===== src/hw/rtl/rtpfu_pkg.sv =====
// Package for the RTP FU reassembler: types, codes and constants.
// No dependencies; used by every module of the block.
`default_nettype none
package rtpfu_pkg;

    localparam int FIFO_DEPTH = 4;
    localparam int FIFO_AW    = $clog2(FIFO_DEPTH);

    localparam logic [3:0] HDR_LEN_RESET = 4'd12;
    localparam logic [4:0] POS_MAX       = 5'd31;
    localparam logic [4:0] AVC_FU_TYPE   = 5'd28;
    localparam logic [5:0] HEVC_FU_TYPE  = 6'd49;
    localparam logic [7:0] SC_ZERO       = 8'h00;
    localparam logic [7:0] SC_ONE        = 8'h01;

    typedef enum logic [1:0] {
        KIND_SINGLE = 2'd0,
        KIND_AVC    = 2'd1,
        KIND_HEVC   = 2'd2
    } kind_t;

    // Output sequencer steps: start code bytes, data byte, trailing 01.
    typedef logic [2:0] step_t;
    localparam step_t STEP_SC_FIRST = 3'd0;
    localparam step_t STEP_SC_LAST  = 3'd3;
    localparam step_t STEP_DATA     = 3'd4;
    localparam step_t STEP_EXTRA    = 3'd5;

    // One command from the classifier to the output sequencer.
    typedef struct packed {
        logic       start;  // prefix 00 00 00 01
        logic       extra;  // trailing 01 after data (H.265 header)
        logic [7:0] data;
        logic       e;      // NAL end on the final beat
    } cmd_t;

    typedef struct packed {
        logic full;
        logic empty;
    } fifo_status_t;

endpackage
`default_nettype wire


===== src/hw/rtl/rtpfu_front.sv =====
// Front end: header skip, payload classification, command generation.
// Depends on rtpfu_pkg.
`default_nettype none
module rtpfu_front
(
    input  wire logic             clk,
    input  wire logic             rst_n,
    input  wire logic             cfg_we,
    input  wire logic [3:0]       cfg_hdr_len,
    input  wire logic             accept,
    input  wire logic [7:0]       in_byte,
    input  wire logic             packet_last,
    output logic                  cmd_push,
    output rtpfu_pkg::cmd_t       cmd
);

    logic [3:0]         hdr_len_reg;
    logic [4:0]         pos_reg, pos_next;
    rtpfu_pkg::kind_t   kind_reg, kind_next;
    logic [7:0]         ind_reg, ind_next;
    logic               endf_reg, endf_next;

    logic [4:0]         hdr_len_ext;
    logic [4:0]         rel;
    logic [4:0]         fu_pos;
    logic               past_hdr;
    logic               cmd_valid;
    logic [7:0]         fu_hdr;

    always_ff @(posedge clk or negedge rst_n)
    begin
        if (!rst_n)
        begin
            hdr_len_reg <= rtpfu_pkg::HDR_LEN_RESET;
            pos_reg     <= '0;
            kind_reg    <= rtpfu_pkg::KIND_SINGLE;
            ind_reg     <= '0;
            endf_reg    <= 1'b0;
        end
        else
        begin
            if (cfg_we)
            begin
                hdr_len_reg <= cfg_hdr_len;
            end
            pos_reg  <= pos_next;
            kind_reg <= kind_next;
            ind_reg  <= ind_next;
            endf_reg <= endf_next;
        end
    end

    always_comb
    begin
        hdr_len_ext = {1'b0, hdr_len_reg};
        past_hdr    = (pos_reg >= hdr_len_ext);
        rel         = pos_reg - hdr_len_ext;
        fu_pos      = (kind_reg == rtpfu_pkg::KIND_AVC) ? 5'd1 : 5'd2;

        // rebuilt NAL header from indicator and FU header
        if (kind_reg == rtpfu_pkg::KIND_AVC)
        begin
            fu_hdr = {ind_reg[7:5], in_byte[4:0]};
        end
        else
        begin
            fu_hdr = {ind_reg[7], in_byte[5:0], ind_reg[0]};
        end

        cmd_valid = 1'b0;
        cmd       = '0;
        kind_next = kind_reg;
        ind_next  = ind_reg;
        endf_next = endf_reg;
        pos_next  = pos_reg;

        if (accept)
        begin
            if (past_hdr)
            begin
                if (rel == 5'd0)
                begin
                    ind_next = in_byte;
                    if (in_byte[4:0] == rtpfu_pkg::AVC_FU_TYPE)
                    begin
                        kind_next = rtpfu_pkg::KIND_AVC;
                    end
                    else if (in_byte[6:1] == rtpfu_pkg::HEVC_FU_TYPE)
                    begin
                        kind_next = rtpfu_pkg::KIND_HEVC;
                    end
                    else
                    begin
                        kind_next = rtpfu_pkg::KIND_SINGLE;
                        cmd_valid = 1'b1;
                        cmd.start = 1'b1;
                        cmd.data  = in_byte;
                        cmd.e     = packet_last;
                    end
                end
                else if (kind_reg == rtpfu_pkg::KIND_SINGLE)
                begin
                    cmd_valid = 1'b1;
                    cmd.data  = in_byte;
                    cmd.e     = packet_last;
                end
                else if (rel == fu_pos)
                begin
                    endf_next = in_byte[6];
                    if (in_byte[7])
                    begin
                        cmd_valid = 1'b1;
                        cmd.start = 1'b1;
                        cmd.extra = (kind_reg == rtpfu_pkg::KIND_HEVC);
                        cmd.data  = fu_hdr;
                        cmd.e     = packet_last & in_byte[6];
                    end
                end
                else if (rel > fu_pos)
                begin
                    cmd_valid = 1'b1;
                    cmd.data  = in_byte;
                    cmd.e     = packet_last & endf_reg;
                end
                // H.265 second header byte falls through: dropped
            end

            if (packet_last)
            begin
                pos_next  = '0;
                kind_next = rtpfu_pkg::KIND_SINGLE;
                ind_next  = '0;
                endf_next = 1'b0;
            end
            else if (pos_reg < rtpfu_pkg::POS_MAX)
            begin
                pos_next = pos_reg + 5'd1;
            end
        end

        cmd_push = cmd_valid;
    end

endmodule
`default_nettype wire


===== src/hw/rtl/rtpfu_cmd_fifo.sv =====
// Short command queue between classifier and output sequencer.
// Depends on rtpfu_pkg.
`default_nettype none
module rtpfu_cmd_fifo
(
    input  wire logic               clk,
    input  wire logic               rst_n,
    input  wire logic               push,
    input  wire rtpfu_pkg::cmd_t    wdata,
    input  wire logic               pop,
    output rtpfu_pkg::cmd_t         rdata,
    output rtpfu_pkg::fifo_status_t status
);

    localparam int AW = rtpfu_pkg::FIFO_AW;
    localparam logic [AW:0] DEPTH = (AW + 1)'(rtpfu_pkg::FIFO_DEPTH);

    rtpfu_pkg::cmd_t mem_reg [rtpfu_pkg::FIFO_DEPTH];
    logic [AW-1:0]   wptr_reg;
    logic [AW-1:0]   rptr_reg;
    logic [AW:0]     count_reg;

    always_ff @(posedge clk)
    begin
        if (push)
        begin
            mem_reg[wptr_reg] <= wdata;
        end
    end

    always_ff @(posedge clk or negedge rst_n)
    begin
        if (!rst_n)
        begin
            wptr_reg  <= '0;
            rptr_reg  <= '0;
            count_reg <= '0;
        end
        else
        begin
            if (push)
            begin
                wptr_reg <= wptr_reg + AW'(1);
            end
            if (pop)
            begin
                rptr_reg <= rptr_reg + AW'(1);
            end
            if (push && !pop)
            begin
                count_reg <= count_reg + (AW + 1)'(1);
            end
            else if (pop && !push)
            begin
                count_reg <= count_reg - (AW + 1)'(1);
            end
        end
    end

    assign rdata        = mem_reg[rptr_reg];
    assign status.full  = (count_reg == DEPTH);
    assign status.empty = (count_reg == '0);

endmodule
`default_nettype wire


===== src/hw/rtl/rtpfu_back.sv =====
// Back end: expands queued commands into output beats, with output register.
// Depends on rtpfu_pkg.
`default_nettype none
module rtpfu_back
(
    input  wire logic               clk,
    input  wire logic               rst_n,
    input  wire rtpfu_pkg::cmd_t    q_data,
    input  wire logic               q_empty,
    output logic                    q_pop,
    output logic                    out_valid,
    input  wire logic               out_ready,
    output logic [7:0]              out_byte,
    output logic                    nal_end,
    output logic                    run_last
);

    rtpfu_pkg::cmd_t  cur_reg;
    logic             cur_valid_reg, cur_valid_next;
    rtpfu_pkg::step_t step_reg, step_next;
    logic             out_valid_reg, out_valid_next;
    logic [7:0]       out_byte_reg, out_byte_next;
    logic             nal_end_reg, nal_end_next;
    logic             run_last_reg, run_last_next;

    logic             slot_free;
    logic             emit;
    logic             cur_last;
    logic [7:0]       beat;

    always_comb
    begin
        slot_free = !out_valid_reg || out_ready;
        emit      = slot_free && cur_valid_reg;
        cur_last  = (step_reg == rtpfu_pkg::STEP_EXTRA) ||
                    ((step_reg == rtpfu_pkg::STEP_DATA) && !cur_reg.extra);

        if (step_reg < rtpfu_pkg::STEP_SC_LAST)
        begin
            beat = rtpfu_pkg::SC_ZERO;
        end
        else if (step_reg == rtpfu_pkg::STEP_DATA)
        begin
            beat = cur_reg.data;
        end
        else
        begin
            beat = rtpfu_pkg::SC_ONE;
        end

        q_pop = !q_empty && (!cur_valid_reg || (emit && cur_last));

        cur_valid_next = cur_valid_reg;
        step_next      = step_reg;
        if (emit)
        begin
            if (cur_last)
            begin
                cur_valid_next = 1'b0;
            end
            else
            begin
                step_next = step_reg + rtpfu_pkg::step_t'(1);
            end
        end
        if (q_pop)
        begin
            cur_valid_next = 1'b1;
            step_next      = q_data.start ? rtpfu_pkg::STEP_SC_FIRST : rtpfu_pkg::STEP_DATA;
        end

        out_valid_next = out_valid_reg && !out_ready;
        out_byte_next  = out_byte_reg;
        nal_end_next   = nal_end_reg;
        run_last_next  = run_last_reg;
        if (emit)
        begin
            out_valid_next = 1'b1;
            out_byte_next  = beat;
            nal_end_next   = cur_last && cur_reg.e;
            run_last_next  = cur_last;
        end
    end

    always_ff @(posedge clk or negedge rst_n)
    begin
        if (!rst_n)
        begin
            cur_valid_reg <= 1'b0;
            out_valid_reg <= 1'b0;
            step_reg      <= rtpfu_pkg::STEP_SC_FIRST;
        end
        else
        begin
            cur_valid_reg <= cur_valid_next;
            out_valid_reg <= out_valid_next;
            step_reg      <= step_next;
        end
    end

    always_ff @(posedge clk)
    begin
        if (q_pop)
        begin
            cur_reg <= q_data;
        end
        out_byte_reg <= out_byte_next;
        nal_end_reg  <= nal_end_next;
        run_last_reg <= run_last_next;
    end

    assign out_valid = out_valid_reg;
    assign out_byte  = out_byte_reg;
    assign nal_end   = nal_end_reg;
    assign run_last  = run_last_reg;

endmodule
`default_nettype wire


===== src/hw/rtl/rtp_fu_nal_reassembler.sv =====
// Top level of the RTP FU reassembler: classifier, command queue, sequencer.
// Depends on rtpfu_pkg, rtpfu_front, rtpfu_cmd_fifo, rtpfu_back.
//
// Usage
//   Input channel: one RTP packet byte per beat (in_byte), packet_last set on
//   the final byte of each packet. Output channel: Annex-B byte stream, one
//   byte per beat; nal_end flags the last byte of a NAL unit, run_last the
//   last beat produced by a given input byte.
//   Config channel: cfg_data sets the header skip length; always ready. The
//   user must keep it written only while the block is idle; not enforced.
// Timing
//   Beats pass the command queue, command register and output register.
//   Payload bytes pass at one per cycle when not stalled. A start code run
//   costs 5 output beats (6 for an H.265 start fragment); the 4-entry
//   command queue soaks these up and in_ready drops only when it is full.
// Reset
//   header_len returns to 12 and packet state clears; no sweep is needed.
// Stall
//   With out_ready low the output register holds its beat, the sequencer
//   waits and the queue fills; input is then back-pressured.
`default_nettype none
module rtp_fu_nal_reassembler
(
    input  wire logic       clk,
    input  wire logic       rst_n,
    input  wire logic       cfg_valid,
    output logic            cfg_ready,
    input  wire logic [3:0] cfg_data,
    input  wire logic       in_valid,
    output logic            in_ready,
    input  wire logic [7:0] in_byte,
    input  wire logic       packet_last,
    output logic            out_valid,
    input  wire logic       out_ready,
    output logic [7:0]      out_byte,
    output logic            nal_end,
    output logic            run_last
);

    rtpfu_pkg::cmd_t         push_cmd;
    rtpfu_pkg::cmd_t         q_data;
    rtpfu_pkg::fifo_status_t q_status;
    logic                    cmd_push;
    logic                    q_pop;
    logic                    accept;

    // config register is a plain flop: never back-pressures
    assign cfg_ready = 1'b1;
    assign in_ready  = !q_status.full;
    assign accept    = in_valid && in_ready;

    rtpfu_front u_front
    (
        .clk         (clk),
        .rst_n       (rst_n),
        .cfg_we      (cfg_valid),
        .cfg_hdr_len (cfg_data),
        .accept      (accept),
        .in_byte     (in_byte),
        .packet_last (packet_last),
        .cmd_push    (cmd_push),
        .cmd         (push_cmd)
    );

    // a push only happens on accept, which implies the queue has room
    rtpfu_cmd_fifo u_fifo
    (
        .clk    (clk),
        .rst_n  (rst_n),
        .push   (cmd_push),
        .wdata  (push_cmd),
        .pop    (q_pop),
        .rdata  (q_data),
        .status (q_status)
    );

    rtpfu_back u_back
    (
        .clk       (clk),
        .rst_n     (rst_n),
        .q_data    (q_data),
        .q_empty   (q_status.empty),
        .q_pop     (q_pop),
        .out_valid (out_valid),
        .out_ready (out_ready),
        .out_byte  (out_byte),
        .nal_end   (nal_end),
        .run_last  (run_last)
    );

endmodule
`default_nettype wire


===== config.mk =====
export PLATFORM = sky130hd
export DESIGN_NAME = rtp_fu_nal_reassembler
export DESIGN_NICKNAME = d
export VERILOG_FILES = /design/src/hw/rtl/rtpfu_pkg.sv /design/src/hw/rtl/rtpfu_front.sv /design/src/hw/rtl/rtpfu_cmd_fifo.sv /design/src/hw/rtl/rtpfu_back.sv /design/src/hw/rtl/rtp_fu_nal_reassembler.sv
export SDC_FILE = /design/constraint.sdc
export NUM_CORES = 1
export LEC_CHECK = 0
export BUFFER_PORTS_ARGS = -buffer_cell sky130_fd_sc_hd__buf_2
export CAP_MARGIN = 10
export CORE_MARGIN = 5
export CORE_UTILIZATION = 60
export CTS_BUF_LIST = sky130_fd_sc_hd__clkbuf_8
export DETAILED_ROUTE_END_ITERATION = 8
export PLACE_DENSITY = 0.88
export SETUP_SLACK_MARGIN = 0.15
export SKIP_CTS_REPAIR_TIMING = 1
export SLEW_MARGIN = 40
export SYNTH_ARGS = -nofsm -noshare
export SYNTH_HDL_FRONTEND = slang
export SYNTH_SLANG_ARGS = --single-unit

===== constraint.sdc =====
create_clock -name clk -period 4.2 [get_ports clk]
set_input_delay 0.63 -clock clk [delete_from_list [all_inputs] [get_ports clk]]
set_output_delay 0.63 -clock clk [all_outputs]
set_load 0.02 [all_outputs]

==> metrics.md <==
| Metric | Value |
|---|---|
| CP Launch Point | `u_front.pos_reg[0]$_DFFE_PN0P_` |
| Crit path capture type | `flop` |
| Die Width | `approximately 94 um` |
| Worst Path Required | `roughly 4.5 ns` |
| Filler cells | `about 480` |
| Fin crit share | `0.864` |
| CP Capture Point | `u_fifo.count_reg[2]$_DFFE_PN0P_` |
| Area of the multi-input gates | `1520 um2` |
| Total of max-cap violations | `0` |
| Pwr Density | `592 nW/um2` |
| Via density | `5.85` |
| EDFF count, synth | `64` |
| Max FO, Critical Path | `7` |
| Arr. time, crit path | `3.90 ns` |
| Max Slew Vio Count | `0` |
| Rel. slew slack | `0.478` |
| R2r endpoint | `u_fifo.count_reg[2]$_DFFE_PN0P_` |
| Chip height | `~94 um` |
| # H-tree levels | `3` |
| Flop2flop setup slack | `roughly 0.57 ns` |
| Synthesized area | `~4300 um2` |
| IO Count | `31` |
| TNS Setup | `0 ns` |
| Clk root buf | `clkbuf_8` |
| Post-Route WL | `7540 um` |
| Synth top area share | `0.450` |
| Crit-path max cell delay | `0.47 ns` |
| Unrepaired setup endpoints after global routing | `false` |
| Least-Margin Pin Slew | `roughly 0.78 ns` |
| Layout Nets | `~380` |
| Inserted Clock Buffers | `9` |
| Port Buf Inserts | `29` |
| Maximum root-to-sink buffer count | `2` |
| Static leakage | `1.78 nW` |
| Cell type with the largest total area after synthesis | `edfxtp_1` |
| Area growth syn-to-layout | `10.3%` |
| Core Box Area | `between 6000 and 7000 um2` |
| Clk Latency, worst-skew pair | `0.35 ns` |
| RR Startpoint | `u_front.pos_reg[0]$_DFFE_PN0P_` |
| CTS tree | `done` |
| Family with the most delay on the worst path | `adder cells` |
| Crit path max-delay cell type | `fa_1` |
| Vias in the first global route | `2,569` |
| Yosys warning count | `0` |
| Final HPWL DP | `5440 um` |
| Synth cell count leaders | `64 x edfxtp_1, 26 x dfrtp_1, 21 x nand2_1, 20 x o21ai_0, 18 x a21oi_1` |
| Initial Utilization | `0.621` |
| Clock skew | `0.00924 ns` |
| Ys flop type | `edfxtp_1` |
| Via count | `2,622` |
| Drt first pass iters | `4` |
| GR met3 Demand/Resource | `0.0287` |
| Inserted Diodes | `0` |
| Status | `completed` |
| Final ANT Viol Nets | `0` |
| Hold WC Path Type | `input port to async pin` |
| Hold Vio Cnt, Final | `0` |
| Buf/Inv on CP | `4` |
| Worst Hold Slack | `0.288 ns` |
| RePlAce Congestion | `0.867` |
| Row count | `30` |
| GRT Util Overall | `0.185` |
| Worst reg-to-reg path cell count | `16` |
| Layout cells sized above 1 | `0.196` |
| Async SR Flop Fraction | `0.304` |
| Final min period | `roughly 3.6 ns` |
| Startpoint Class | `flop` |
| Register area share after synthesis | `0.615` |
| CTS sink count | `approximately 90` |
| Grt total ovfl | `0` |
| GRT busiest layer | `met2` |
| Synth area leaders | `edfxtp_1 45%, dfrtp_1 15%, mux4_2 5.8%, ha_1 4.4%, mux2i_1 2.6%` |
| Number of flip-flops in the largest register | `44` |
| DRT iter0 DRCs | `128` |
| Fmax | `about 280 MHz` |
| Unique masters post-synth | `52` |
| Largest net degree at the start of global routing | `29` |
| Flops & latches, synth | `approximately 90` |
| Met2 Use GR | `0.313` |
| Final Setup Violations | `0` |
| Critical Setup Path Class | `flop to flop` |
| Post-route non-filler standard cell count | `448` |
| Cells after synthesis | `318` |
| Peak supply drop | `312 uV` |
| Sequential cell area | `between 2000 and 3000 um2` |
| Placed cells | `approximately 430` |
| Detailed-route DRC error count | `0` |
| Die area | `8900 um2` |
| First-pass GRT wire length | `~13,000 um` |
| Syn avg cell area | `13.4 um2` |
| Initial antenna violation count | `0` |
| Syn nets | `353` |
| CP Cell Sequence | `inv_1, ha_1, inv_1, fa_1, ha_1, and2_1, o22ai_1, buf_4, o31a_1, o21a_1, ha_1, inv_1, fa_1, xor2_1, nor2_1, xor2_1` |
| GRT met1 Usage | `0.244` |
| Post-DR wirelength/cell | `~17 um` |
| CP Depth | `16` |
| CTS clock-pin slew for the worst setup and hold paths | `0.09 ns` |
| Cell with the most instances after synthesis | `edfxtp_1` |
==> layout make-up <==
class | instances | area share
repair buffers | 31 | 0.0340
well taps | 96 | 0.0255
flip-flops and latches | 92 | 0.558
clock buffers | 9 | 0.0263
inverters | 17 | 0.0136
clock inverters | 7 | 0.0199
multi-input cells | 196 | 0.323
==> cells in the final DEF, fill, tap and decap left out, drive strengths merged, types with 3 or more instances in the layout <==
cell type	netlist	final
xnor2	4	4
or4	3	3
inv	17	20
mux2	3	3
nor2b	4	4
a21oi	18	18
nand2	21	21
buf	6	31
ha	15	15
and2	10	10
nor3	10	10
nor2	11	11
clkbuf	7	9
mux2i	11	11
a211oi	5	5
and3	8	8
xor2	6	6
dfrtp	26	26
o21ai	23	23
o31ai	3	3
edfxtp	64	64
mux4	11	11
==> through the flow <==
| stage | utilization | area, um2 | total power, mW | setup WS, ns |
|---|---|---|---|---|
| floorplan | - | 4270 | 1.97 | 0.800 |
| global placement | 0.653 | 4480 | 2.12 | 0.622 |
| detailed placement | 0.653 | 4480 | 2.18 | 0.439 |
| CTS | 0.685 | 4700 | 2.80 | 0.413 |
| global route | 0.685 | 4710 | 2.97 | 0.304 |
| finish | 0.685 | 4710 | 2.78 | 0.569 |
==> metal layers <==
layer,part of all wire,up-vias
met2,0.51,82
met4,0.013,0
met1,0.42,1284
met3,0.052,11
met5,0,-
li1,-,1245
==> worst register-to-register path: stages (launching register included) <==
cell,delay (ns)
dfrtp_1,0.42
inv_1,0.10
ha_1,0.22
inv_1,0.07
fa_1,0.47
ha_1,0.32
and2_1,0.17
o22ai_1,0.13
buf_4,0.17
o31a_1,0.13
o21a_1,0.24
ha_1,0.23
inv_1,0.06
fa_1,0.37
xor2_1,0.17
nor2_1,0.12
xor2_1,0.17
==> logic make-up after synthesis <==
kind of cell             share of synthesized area
XOR/XNOR                                    0.0205
multiplexers                                0.0918
flip-flops                                   0.615
adder cells (fa/ha/maj)                     0.0534
AO/OA/AOI/OAI                               0.0874
AND/OR/NAND/NOR                              0.101
buffers and inverters                       0.0299
other                                     0.000879
==> worst min-delay path by stage <==
stage / from / depth (start not counted) / endpoint / slack [ns]
after floorplan: rst_n / 0 / u_back.cur_valid_reg$_DFFE_PN0P_ / 0.33
after global placement: u_back.cur_valid_reg$_DFFE_PN0P_ / 1 / u_back.out_valid$_DFF_PN0_ / 0.45
final: rst_n / 1 / u_front.pos_reg[3]$_DFFE_PN0P_ / 0.29
after CTS: rst_n / 1 / u_front.ind_reg[7]$_DFFE_PN0P_ / 0.30
after global routing: rst_n / 1 / u_front.pos_reg[3]$_DFFE_PN0P_ / 0.32
after detailed placement: u_back.cur_valid_reg$_DFFE_PN0P_ / 1 / u_back.out_valid$_DFF_PN0_ / 0.47
==> report_power, final <==
part / switching [mW] / internal, mW / leakage (nW)
Clock: 0.332 / 0.291 / 0.107
Combinational: 0.437 / 0.358 / 0.727
Sequential: 0.169 / 1.20 / 0.947
Power figures use the tool's default switching activity.
